$ cat config.mk
export PLATFORM = sky130hd
export DESIGN_NAME = virtqueue_descriptor_manager_core
export DESIGN_NICKNAME = d
export VERILOG_FILES = /design/src/vqdm_pkg.sv /design/src/vqdm_sweep.sv /design/src/vqdm_tables.sv /design/src/virtqueue_descriptor_manager_core.sv
export SDC_FILE = /design/constraint.sdc
export NUM_CORES = 2
export LEC_CHECK = 0
export ABC_CLOCK_PERIOD_IN_PS = 16300
export BUFFER_PORTS_ARGS = -buffer_cell sky130_fd_sc_hd__buf_2
export CORE_UTILIZATION = 60
export CTS_BUF_LIST = sky130_fd_sc_hd__clkbuf_4 sky130_fd_sc_hd__clkbuf_8
export DETAILED_ROUTE_END_ITERATION = 7
export PLACE_DENSITY = 0.84
export REMOVE_ABC_BUFFERS = 1
export SLEW_MARGIN = 40
export SYNTH_ARGS = -nofsm -noshare
export SYNTH_HDL_FRONTEND = slang
export SYNTH_HIERARCHICAL = 1
export SYNTH_SLANG_ARGS = --single-unit
$ cat constraint.sdc
create_clock -name clk_i -period 16.3 [get_ports clk_i]
set_clock_uncertainty 0.05 [all_clocks]
set_input_delay 2.445 -clock clk_i [delete_from_list [all_inputs] [get_ports clk_i]]
set_output_delay 2.445 -clock clk_i [all_outputs]
set_load 0.005 [all_outputs]
$ cat src/vqdm_pkg.sv
`timescale 1ns / 1ps
`default_nettype none
// ---------------------------------------------------------------------------
// vqdm_pkg
// Shared constants, codes and types of the split-virtqueue descriptor engine.
// ---------------------------------------------------------------------------
package vqdm_pkg;

  localparam int unsigned QUEUE_DEPTH = 256;
  localparam int unsigned AW          = $clog2(QUEUE_DEPTH);
  localparam int unsigned SIZE_W      = AW + 1;

  localparam logic [15:0] LIST_END = 16'hFFFF;

  localparam logic [1:0] CFG_REQ_SIZE  = 2'd0;
  localparam logic [1:0] CFG_DEV_MAX   = 2'd1;
  localparam logic [1:0] CFG_QUEUE_NUM = 2'd2;

  typedef enum logic [2:0] {
    ACT_INIT   = 3'd0,
    ACT_ALLOC  = 3'd1,
    ACT_FREE   = 3'd2,
    ACT_FILL   = 3'd3,
    ACT_SUBMIT = 3'd4,
    ACT_POLL   = 3'd5
  } action_e;

  typedef enum logic [1:0] {
    ST_OK        = 2'd0,
    ST_NO_FREE   = 2'd1,
    ST_ABSENT    = 2'd2,
    ST_SIZE_ZERO = 2'd3
  } status_e;

  // Table write commands, one write port per store
  typedef struct packed {
    logic          link_we;
    logic [AW-1:0] link_addr;
    logic [15:0]   link_data;
    logic          desc_we;
    logic [AW-1:0] desc_addr;
    logic [63:0]   desc_buf_addr;
    logic [31:0]   desc_buf_len;
    logic          flag_we;
    logic [AW-1:0] flag_addr;
    logic [1:0]    flag_data;
    logic          avail_we;
    logic [AW-1:0] avail_addr;
    logic [7:0]    avail_data;
  } tbl_wr_t;

  // Init sweep status
  typedef struct packed {
    logic          active;
    logic          last;
    logic          in_range;
    logic [AW-1:0] addr;
    logic [15:0]   link;
  } sweep_t;

  typedef struct packed {
    status_e     status;
    logic [15:0] got_entry;
    logic        notify;
    logic [15:0] notify_queue;
    logic [7:0]  avail_slot;
    logic [15:0] avail_count;
    logic        new_used;
    logic [8:0]  size_out;
  } result_t;

  // Largest power of two not above v (v is nonzero where it matters)
  function automatic logic [SIZE_W-1:0] floor_pow2(input logic [SIZE_W-1:0] v);
    logic [SIZE_W-1:0] r;
    r = '0;
    for (int i = 0; i < SIZE_W; i++) begin
      if (v[i]) begin
        r = SIZE_W'(1) << i;
      end
    end
    return r;
  endfunction

endpackage
`default_nettype wire

$ cat src/vqdm_sweep.sv
`timescale 1ns / 1ps
`default_nettype none
// ---------------------------------------------------------------------------
// vqdm_sweep
// Init walker: steps over every table entry once, building the free list
// links for entries below the new queue size.
// ---------------------------------------------------------------------------
module vqdm_sweep (
  input  logic                          clk_i,
  input  logic                          rst_ni,
  input  logic                          start_i,
  input  logic [vqdm_pkg::SIZE_W-1:0]   size_i,
  output vqdm_pkg::sweep_t              sweep_o
);

  logic                        active_q, active_d;
  logic [vqdm_pkg::AW-1:0]     cnt_q, cnt_d;
  logic                        last;
  logic [vqdm_pkg::SIZE_W-1:0] cur_ext;
  logic [vqdm_pkg::SIZE_W-1:0] nxt_ext;

  assign last    = active_q && (cnt_q == vqdm_pkg::AW'(vqdm_pkg::QUEUE_DEPTH - 1));
  assign cur_ext = {1'b0, cnt_q};
  assign nxt_ext = cur_ext + 1'b1;

  always_comb begin
    active_d = active_q;
    cnt_d    = cnt_q;
    if (start_i) begin
      active_d = 1'b1;
      cnt_d    = '0;
    end else if (active_q) begin
      cnt_d = cnt_q + 1'b1;
      if (last) begin
        active_d = 1'b0;
      end
    end
  end

  always_ff @(posedge clk_i or negedge rst_ni) begin
    if (!rst_ni) begin
      active_q <= 1'b0;
      cnt_q    <= '0;
    end else begin
      active_q <= active_d;
      cnt_q    <= cnt_d;
    end
  end

  always_comb begin
    sweep_o          = '0;
    sweep_o.active   = active_q;
    sweep_o.last     = last;
    sweep_o.addr     = cnt_q;
    sweep_o.in_range = active_q && (cur_ext < size_i);
    // last entry of the queue closes the free list
    sweep_o.link     = (nxt_ext < size_i) ? 16'(nxt_ext) : vqdm_pkg::LIST_END;
  end

endmodule
`default_nettype wire

$ cat src/vqdm_tables.sv
`timescale 1ns / 1ps
`default_nettype none
// ---------------------------------------------------------------------------
// vqdm_tables
// Descriptor stores: link, buffer address/length, flags and avail ring.
// One write port each; the link store has a registered read port.
// ---------------------------------------------------------------------------
module vqdm_tables (
  input  logic                    clk_i,
  input  vqdm_pkg::tbl_wr_t       wr_i,
  input  logic [vqdm_pkg::AW-1:0] link_raddr_i,
  output logic [15:0]             link_rdata_o
);

  logic [15:0] link_mem  [vqdm_pkg::QUEUE_DEPTH];
  logic [95:0] desc_mem  [vqdm_pkg::QUEUE_DEPTH];
  logic [1:0]  flag_mem  [vqdm_pkg::QUEUE_DEPTH];
  logic [7:0]  avail_mem [vqdm_pkg::QUEUE_DEPTH];

  always_ff @(posedge clk_i) begin
    if (wr_i.link_we) begin
      link_mem[wr_i.link_addr] <= wr_i.link_data;
    end
    link_rdata_o <= link_mem[link_raddr_i];
  end

  always_ff @(posedge clk_i) begin
    if (wr_i.desc_we) begin
      desc_mem[wr_i.desc_addr] <= {wr_i.desc_buf_addr, wr_i.desc_buf_len};
    end
  end

  always_ff @(posedge clk_i) begin
    if (wr_i.flag_we) begin
      flag_mem[wr_i.flag_addr] <= wr_i.flag_data;
    end
  end

  always_ff @(posedge clk_i) begin
    if (wr_i.avail_we) begin
      avail_mem[wr_i.avail_addr] <= wr_i.avail_data;
    end
  end

endmodule
`default_nettype wire

$ cat src/virtqueue_descriptor_manager_core.sv
`timescale 1ns / 1ps
`default_nettype none
// ---------------------------------------------------------------------------
// virtqueue_descriptor_manager_core
// Driver-side split-virtqueue engine: free list, descriptor fill, avail ring.
// ---------------------------------------------------------------------------
// Usage:
//   Request channel (in_valid_i/in_ready_o) carries one action per
//   transaction; every request yields exactly one response on the result
//   channel (out_valid_o/out_ready_i). The config channel writes the
//   requested size, device maximum and queue number; it is always ready.
//   Free, fill, submit, poll: decode and table write, then hand-off to the
//   output register. Alloc adds the S_ALLOC state for the registered read
//   of the link table at the free-list head.
//   A successful init walks all QUEUE_DEPTH entries once, one per cycle.
//   The response moves into the output register once that register is free;
//   a new request is taken while that response waits. If the
//   receiver stalls, the next finished response holds in the engine and
//   in_ready_o stays low until the output register frees up.
//   Reset empties the free list, zeroes counters and size, and loads the
//   config defaults (256, 256, 0). The link table holds no valid data until
//   the first init; no clearing pass runs after reset.
// ---------------------------------------------------------------------------
module virtqueue_descriptor_manager_core (
  input  logic        clk_i,
  input  logic        rst_ni,
  input  logic        in_valid_i,
  output logic        in_ready_o,
  input  logic [2:0]  action_i,
  input  logic [7:0]  entry_index_i,
  input  logic [63:0] buf_addr_i,
  input  logic [31:0] buf_len_i,
  input  logic        device_writes_i,
  input  logic        chained_i,
  input  logic [7:0]  next_entry_i,
  input  logic [15:0] used_index_i,
  output logic        out_valid_o,
  input  logic        out_ready_i,
  output logic [1:0]  status_o,
  output logic [15:0] got_entry_o,
  output logic        notify_o,
  output logic [15:0] notify_queue_o,
  output logic [7:0]  avail_slot_o,
  output logic [15:0] avail_count_o,
  output logic        new_used_o,
  output logic [8:0]  size_in_use_out_o,
  input  logic        cfg_valid_i,
  output logic        cfg_ready_o,
  input  logic [1:0]  cfg_index_i,
  input  logic [15:0] cfg_data_i
);

  typedef enum logic [1:0] {
    S_IDLE,
    S_ALLOC,
    S_SWEEP,
    S_HOLD
  } state_e;

  state_e                      state_q, state_d;
  logic [15:0]                 req_q, req_d;
  logic [15:0]                 dev_q, dev_d;
  logic [15:0]                 qnum_q, qnum_d;
  logic [15:0]                 free_head_q, free_head_d;
  logic [15:0]                 avail_cnt_q, avail_cnt_d;
  logic [15:0]                 used_seen_q, used_seen_d;
  logic [vqdm_pkg::SIZE_W-1:0] size_q, size_d;
  vqdm_pkg::result_t           res_q, res_d, res_n;
  vqdm_pkg::result_t           out_q, out_d;
  logic                        out_valid_q, out_valid_d;

  logic                        load_res;
  logic                        out_load;
  logic                        sweep_start;
  vqdm_pkg::sweep_t            sweep;
  vqdm_pkg::tbl_wr_t           wr;
  logic [15:0]                 link_rdata;

  logic [15:0]                 idx16;
  logic [vqdm_pkg::AW-1:0]     idx_a;
  logic                        in_queue;
  logic [15:0]                 min_rd;
  logic [15:0]                 clamp16;
  logic [vqdm_pkg::SIZE_W-1:0] init_size;
  logic [vqdm_pkg::SIZE_W-1:0] size_m1;
  logic [vqdm_pkg::AW-1:0]     slot;
  logic                        head_empty;

  vqdm_sweep u_sweep (
    .clk_i   (clk_i),
    .rst_ni  (rst_ni),
    .start_i (sweep_start),
    .size_i  (size_q),
    .sweep_o (sweep)
  );

  vqdm_tables u_tables (
    .clk_i        (clk_i),
    .wr_i         (wr),
    .link_raddr_i (free_head_q[vqdm_pkg::AW-1:0]),
    .link_rdata_o (link_rdata)
  );

  assign idx16    = 16'(entry_index_i);
  assign idx_a    = idx16[vqdm_pkg::AW-1:0];
  assign in_queue = idx16 < 16'(size_q);

  // clamp to device and local depth, then round down to a power of two
  assign min_rd    = (req_q < dev_q) ? req_q : dev_q;
  assign clamp16   = (min_rd > 16'(vqdm_pkg::QUEUE_DEPTH)) ? 16'(vqdm_pkg::QUEUE_DEPTH) : min_rd;
  assign init_size = vqdm_pkg::floor_pow2(clamp16[vqdm_pkg::SIZE_W-1:0]);

  assign size_m1    = size_q - 1'b1;
  assign slot       = avail_cnt_q[vqdm_pkg::AW-1:0] & size_m1[vqdm_pkg::AW-1:0];
  assign head_empty = (free_head_q == vqdm_pkg::LIST_END) ||
                      (free_head_q >= 16'(vqdm_pkg::QUEUE_DEPTH));

  assign out_load = (state_q == S_HOLD) && (!out_valid_q || out_ready_i);

  always_comb begin
    req_d  = req_q;
    dev_d  = dev_q;
    qnum_d = qnum_q;
    if (cfg_valid_i) begin
      case (cfg_index_i)
        vqdm_pkg::CFG_REQ_SIZE:  req_d  = cfg_data_i;
        vqdm_pkg::CFG_DEV_MAX:   dev_d  = cfg_data_i;
        vqdm_pkg::CFG_QUEUE_NUM: qnum_d = cfg_data_i;
        default: ;
      endcase
    end
  end

  always_comb begin
    state_d     = state_q;
    free_head_d = free_head_q;
    avail_cnt_d = avail_cnt_q;
    used_seen_d = used_seen_q;
    size_d      = size_q;
    res_n       = '0;
    load_res    = 1'b0;
    sweep_start = 1'b0;
    wr          = '0;

    case (state_q)
      S_IDLE: begin
        if (in_valid_i) begin
          case (vqdm_pkg::action_e'(action_i))
            vqdm_pkg::ACT_INIT: begin
              if (dev_q == 16'd0) begin
                res_n.status   = vqdm_pkg::ST_ABSENT;
                res_n.size_out = 9'(size_q);
                load_res       = 1'b1;
                state_d        = S_HOLD;
              end else if (init_size == '0) begin
                res_n.status   = vqdm_pkg::ST_SIZE_ZERO;
                res_n.size_out = 9'(size_q);
                load_res       = 1'b1;
                state_d        = S_HOLD;
              end else begin
                free_head_d = '0;
                avail_cnt_d = '0;
                used_seen_d = '0;
                size_d      = init_size;
                sweep_start = 1'b1;
                state_d     = S_SWEEP;
              end
            end
            vqdm_pkg::ACT_ALLOC: begin
              state_d = S_ALLOC;
            end
            vqdm_pkg::ACT_FREE: begin
              if (in_queue) begin
                wr.link_we   = 1'b1;
                wr.link_addr = idx_a;
                wr.link_data = free_head_q;
                wr.flag_we   = 1'b1;
                wr.flag_addr = idx_a;
                wr.flag_data = 2'b00;
                free_head_d  = idx16;
              end
              load_res = 1'b1;
              state_d  = S_HOLD;
            end
            vqdm_pkg::ACT_FILL: begin
              if (in_queue) begin
                wr.desc_we       = 1'b1;
                wr.desc_addr     = idx_a;
                wr.desc_buf_addr = buf_addr_i;
                wr.desc_buf_len  = buf_len_i;
                wr.flag_we       = 1'b1;
                wr.flag_addr     = idx_a;
                wr.flag_data     = {device_writes_i, chained_i};
                wr.link_we       = 1'b1;
                wr.link_addr     = idx_a;
                wr.link_data     = chained_i ? 16'(next_entry_i) : 16'd0;
              end
              load_res = 1'b1;
              state_d  = S_HOLD;
            end
            vqdm_pkg::ACT_SUBMIT: begin
              if (in_queue) begin
                wr.avail_we        = 1'b1;
                wr.avail_addr      = slot;
                wr.avail_data      = entry_index_i;
                avail_cnt_d        = avail_cnt_q + 16'd1;
                res_n.notify       = 1'b1;
                res_n.notify_queue = qnum_q;
                res_n.avail_slot   = 8'(slot);
              end
              load_res = 1'b1;
              state_d  = S_HOLD;
            end
            vqdm_pkg::ACT_POLL: begin
              if (used_index_i != used_seen_q) begin
                res_n.new_used = 1'b1;
                used_seen_d    = used_index_i;
              end
              load_res = 1'b1;
              state_d  = S_HOLD;
            end
            default: begin
              load_res = 1'b1;
              state_d  = S_HOLD;
            end
          endcase
        end
      end
      S_ALLOC: begin
        // link data for the head was read at the accepting edge
        if (head_empty) begin
          res_n.status    = vqdm_pkg::ST_NO_FREE;
          res_n.got_entry = vqdm_pkg::LIST_END;
        end else begin
          res_n.got_entry = free_head_q;
          free_head_d     = link_rdata;
        end
        load_res = 1'b1;
        state_d  = S_HOLD;
      end
      S_SWEEP: begin
        wr.link_we       = sweep.in_range;
        wr.link_addr     = sweep.addr;
        wr.link_data     = sweep.link;
        wr.desc_we       = sweep.in_range;
        wr.desc_addr     = sweep.addr;
        wr.desc_buf_addr = '0;
        wr.desc_buf_len  = '0;
        wr.flag_we       = sweep.in_range;
        wr.flag_addr     = sweep.addr;
        wr.flag_data     = 2'b00;
        wr.avail_we      = sweep.active;
        wr.avail_addr    = sweep.addr;
        wr.avail_data    = '0;
        if (sweep.last) begin
          res_n.size_out = 9'(size_q);
          load_res       = 1'b1;
          state_d        = S_HOLD;
        end
      end
      S_HOLD: begin
        if (!out_valid_q || out_ready_i) begin
          state_d = S_IDLE;
        end
      end
      default: begin
        state_d = S_IDLE;
      end
    endcase

    if (load_res) begin
      res_n.avail_count = avail_cnt_d;
    end
  end

  assign res_d       = load_res ? res_n : res_q;
  assign out_d       = out_load ? res_q : out_q;
  assign out_valid_d = out_load ? 1'b1 : (out_ready_i ? 1'b0 : out_valid_q);

  always_ff @(posedge clk_i or negedge rst_ni) begin
    if (!rst_ni) begin
      state_q     <= S_IDLE;
      req_q       <= 16'd256;
      dev_q       <= 16'd256;
      qnum_q      <= 16'd0;
      free_head_q <= vqdm_pkg::LIST_END;
      avail_cnt_q <= '0;
      used_seen_q <= '0;
      size_q      <= '0;
      res_q       <= '0;
      out_q       <= '0;
      out_valid_q <= 1'b0;
    end else begin
      state_q     <= state_d;
      req_q       <= req_d;
      dev_q       <= dev_d;
      qnum_q      <= qnum_d;
      free_head_q <= free_head_d;
      avail_cnt_q <= avail_cnt_d;
      used_seen_q <= used_seen_d;
      size_q      <= size_d;
      res_q       <= res_d;
      out_q       <= out_d;
      out_valid_q <= out_valid_d;
    end
  end

  assign in_ready_o        = (state_q == S_IDLE);
  assign cfg_ready_o       = 1'b1;
  assign out_valid_o       = out_valid_q;
  assign status_o          = out_q.status;
  assign got_entry_o       = out_q.got_entry;
  assign notify_o          = out_q.notify;
  assign notify_queue_o    = out_q.notify_queue;
  assign avail_slot_o      = out_q.avail_slot;
  assign avail_count_o     = out_q.avail_count;
  assign new_used_o        = out_q.new_used;
  assign size_in_use_out_o = out_q.size_out;

endmodule
`default_nettype wire

# Yosys cells after proc, flatten, opt, wreduce, memory -nomap -nowiden
# Memory sizes are Yosys's and may differ from the RTL's. A register that Yosys moved wholly into a read port is not among the register bits.
# Cells that the tools add are included.
[totals]
regBits = 255
ramBits = 4096
input_bits = 156
out_inout_bits = 72
elab_cells = 173
n_memories = 1
[mem_list]
columns = ["name", "words", "width", "rd", "rd_clocked_by_memory_dff", "wr", "line", "rtl"]
rows = [
  ["u_tables.link_mem", 256, 16, 1, 1, 1, "vqdm_tables.sv:15", "logic [15:0] link_mem [vqdm_pkg::QUEUE_DEPTH];"],
]
[classes]
n_addsub = 4
order_cmp = 6
eq_ne = 24
mux = 86
bitwise = 3
n_reduce_logical = 22
[op_table]
columns = ["cell", "n"]
rows = [
  ["158-bit case mux with 2 select lines", 1],
  ["16-bit 2-to-1 mux", 15],
  ["158-bit 2-to-1 mux", 1],
  ["141-bit 2-to-1 mux", 1],
  ["16-bit case mux with 2 select lines", 4],
  ["25-bit 2-to-1 mux", 5],
  ["9-bit 2-to-1 mux", 12],
  ["105-bit 2-to-1 mux", 1],
  ["25-bit case mux with 2 select lines", 1],
  ["17-bit 2-to-1 mux", 2],
  ["8-bit 2-to-1 mux", 3],
  ["1-bit 2-to-1 mux", 23],
  ["11-bit case mux with 2 select lines", 1],
  ["8-bit by 9-bit < comparator with 1-bit output", 2],
  ["9-bit case mux with 2 select lines", 1],
  ["16-bit by 1-bit adder with 16-bit output, second input constant", 1],
  ["16-bit equality test, second input constant", 1],
  ["16-bit by 9-bit greater-or-equal comparator with 1-bit output, second input constant", 1],
  ["16-bit by 9-bit > comparator with 1-bit output, second input constant", 1],
  ["16-bit zero test", 1],
  ["16-bit < comparator", 1],
  ["2-bit 2-to-1 mux", 8],
  ["16-bit inequality test", 1],
  ["11-bit 2-to-1 mux", 1],
  ["other kinds (33)", 56],
]

# Logic depth before layout (Yosys ltp)
[depth]
depth_word = 20
ltp_mapped = 17
depth_no_buf = 12

# By module
# Netlist, hierarchy kept.
[modules_own_cells]
columns = ["module", "instances", "cells_each", "area_each_um2", "seq_area_each_um2"]
rows = [
  ["vqdm_tables", 1, 7360, 158714.7, 123318.3],
  ["virtqueue_descriptor_manager_core", 1, 1192, 12529.5, 6178.4],
  ["vqdm_sweep", 1, 117, 982.2, 225.2],
]

# Least setup slack after synthesis
# No wires, ideal clock.
[synth_path]
path_type = "in2reg"
start = "input entry_index_i[5]"
end = "memory u_tables.link_mem[0][12], data pin"
setup_ps = 864
arrival_ps = 7459
required_ps = 15386
slack_ps = 7927
stages = 10
n_path_buf = 3
cell_sequence = "ha_1 a21o_1 a211oi_1 o31a_2 o211a_1 buf_2 nor2b_1 clkbuf_1 buf_2 a22o_1"
[synth_lines]
columns = ["item", "line", "rtl"]
rows = [
  ["from (decl)", "virtqueue_descriptor_manager_core.sv:30", "input logic [7:0] entry_index_i,"],
  ["to (decl)", "vqdm_tables.sv:15", ""],
]

==> results by group <==
Status
  – Status: finished clean

STA
  – Minimum clock period: roughly 6.7 ns
  – Final Max Tran Viols: 0
  – Final hold vios: 0
  – Post-route clock period utilization: 0.4127
  – RSZ-0062 raised after global routing: false
  – Worst hold slack: 0.4178 ns
  – Peak Freq: 148.7 MHz
  – Setup TNS: 0 ns
  – Endpoints failing setup: 0
  – Relative slew slack: 0.3158
  – Slew @ Worst Pin: 1.026 ns

Clocking
  – Worst-skew pair later-pin latency: 1.13 ns
  – CTS tree: done
  – Clk slew on worst S/H paths: approximately 0.060 ns
  – H-tree levels: 6
  – Clk sinks: 4367
  – Postcts setup bufs: 0
  – Clk root buf: clkbuf_8
  – Post_cts resized: 0
  – Num CTS Buffers: 647
  – Max Root-Sink Buffers: 4
  – Hold Buf Count CTS: 0

Layout
  – Fillers: 15980
  – Area occupied by multi-input gates: 39150 µm²
  – Layout cell share with drive strength beyond 1: 0.2781
  – Layout area overhead: 11.15%
  – NumNets Final: 9365
  – Reg area: 129700 µm²

Global routing
  – Global-route wire length before repair: between 600 and 700 mm
  – Initial antenna violation count: 22
  – Vias in the first global route: 93500
  – GRT Overall Usage: 0.3081
  – Largest net degree at the start of global routing: 169
  – Total grt overflow: 0

Power and ir drop
  – Pleak: 61.85 nW
  – Max VDD drop: 0.1571 mV
  – Total Power: 0.02982 W
  – Cell Pwr Density: between 150 and 200 nW/µm²

Detailed routing
  – Total Wirelength: 449.8 mm
  – Post-DR wirelength/cell: between 30 and 40 µm
  – DRC violations left: 0
  – Pre-Repair DR Iteration Count: 7
  – Antenna-violating nets left: 0
  – Routed vias/inst: between 6 and 7
  – DRT iter0 DRCs: 14780
  – Vias post-DR: just over 90000

Worst setup path
  – Crit Path Class: in2reg
  – Worst r2r dst: u_tables/link_rdata_o[7]
  – Crit path launch type: input port
  – R2R Path Start: free_head_q[0]
  – Setup slack, reg-to-reg: 9.97 ns
  – CP max FO: 11
  – Setup crit end kind: flop
  – Worst setup startpoint: entry_index_i[5]
  – Required @ worst endpoint: between 15 and 20 ns
  – Worst Setup EP: u_tables/link_mem[58][1]
  – Worst r2r path cells: 10
  – WP data arrival: between 7 and 8 ns

Worst hold path
  – Type of the worst min-delay path: reg2reg

Floorplanning
  – Die Y: around 540 µm
  – Die Area: 287800 µm²
  – Starting Density: 0.6050
  – Num ports: around 230
  – CORE AREA: ~280000 µm²
  – Placement Rows: 195
  – Die extent in x: 536.4 µm

Place
  – Routability Congestion: about 0.94
  – Port buffer count: 129
  – Post-DP HPWL: 253.9 mm

Synthesis
  – Mapped Area: between 150000 and 200000 µm²
  – Total number of yosys warnings: 6
  – Post-synthesis cell count: 8516
  – Synthesized area per cell: 20.12 µm²

Flow run
  – Max cap viols: 0
[stage by stage]
step                      area (µm²)    util  setup WS [ns]  std cells
after global routing          190500  0.6724          9.561      13410
after CTS                     190000  0.6708          9.748      13390
after detailed placement      177500  0.6268          8.622      12250
final                         190500  0.6725          9.573      13420
after global placement        176900  0.6246          8.584      12240
after floorplan               168400       -         -13.79       7999
[registers in the layout, indices dropped and copies added (netlist names), 16 cells and up]
name and flops:
avail_cnt_q 16, avail_count_o 16, dev_q 16, free_head_q 16, got_entry_o 16, notify_queue_o 16
qnum_q 16, req_q 16, res_q 69, u_tables/link_mem 4096, u_tables/link_rdata_o 16, used_seen_q 16
[routing by layer]
layer / share of wire / global-route usage / up-vias
li1: - / - / 36710
met4: 0.059 / 0.1645 / 30
met2: 0.47 / 0.4813 / 7915
met1: 0.33 / 0.3955 / 47090
met5: 0.00046 / 0 / -
met3: 0.14 / 0.08871 / 1497
[worst max-delay path: stages]
cell	delay [ns]
buf_2	0.24
ha_1	0.29
a21o_1	0.18
a211oi_1	0.23
o31a_2	0.30
o211a_1	0.42
nand2_1	0.11
nand2_1	0.35
nor2b_1	0.69
nand3_2	0.71
buf_4	0.47
nor2_1	0.58
buf_4	0.35
[area by class of cell]
| cell class | instances | share of cell area |
|---|---|---|
| clock buffers | 873 | 0.05631 |
| well taps | 3743 | 0.02459 |
| clock inverters | 269 | 0.009130 |
| diodes | 17 | 0.0002233 |
| multi-input cells | 3558 | 0.2055 |
| flip-flops and latches | 4367 | 0.6811 |
| inverters | 74 | 0.001524 |
| repair buffers | 517 | 0.02163 |
[layout by cell type (no fill, tap or decap), types with 17 or more instances in the layout]
master and instances:
clkbuf_8 671, clkinv_2 62, clkinv_1 152, nand2_1 196
a21oi_1 196, a22oi_1 53, diode_2 17, o31ai_1 21
buf_4 314, nand4_1 38, nand3_1 68, inv_1 70
clkbuf_4 206, a221oi_1 29, dfrtp_1 237, o22ai_1 151
mux2i_1 603, ha_1 43, mux2_2 221, a211oi_1 19
nor3_1 83, o21ai_1 25, a22o_1 43, buf_2 132
nor2_1 300, buf_12 20, mux4_2 797, xor2_1 26
nand2b_1 20, o221ai_1 255, o21ai_0 51, edfxtp_1 4096
nor2_4 25, buf_6 39, nor4_1 29
[power breakdown]
part / switching, W / total, W / internal (W)
clock: 0.00417 / 0.00868 / 0.00451
sequential: 0.000283 / 0.0141 / 0.0138
combinational: 0.00479 / 0.00708 / 0.00229
total: 0.00924 / 0.0298 / 0.0206
[how the worst min path moves through the flow]
stage                         startpoint               to  cells past startpoint
3_5_place_dp    u_tables/link_rdata_o[8]   free_head_q[8]                      2
2_1_floorplan  u_tables/link_rdata_o[10]  free_head_q[10]                      2
5_1_grt                        res_q[35]        res_q[35]                      2
6_report                       res_q[49]        res_q[49]                      2
3_3_place_gp    u_tables/link_rdata_o[8]   free_head_q[8]                      2
4_1_cts         u_tables/link_rdata_o[8]   free_head_q[8]                      2
(Power assumes the default switching activity.)
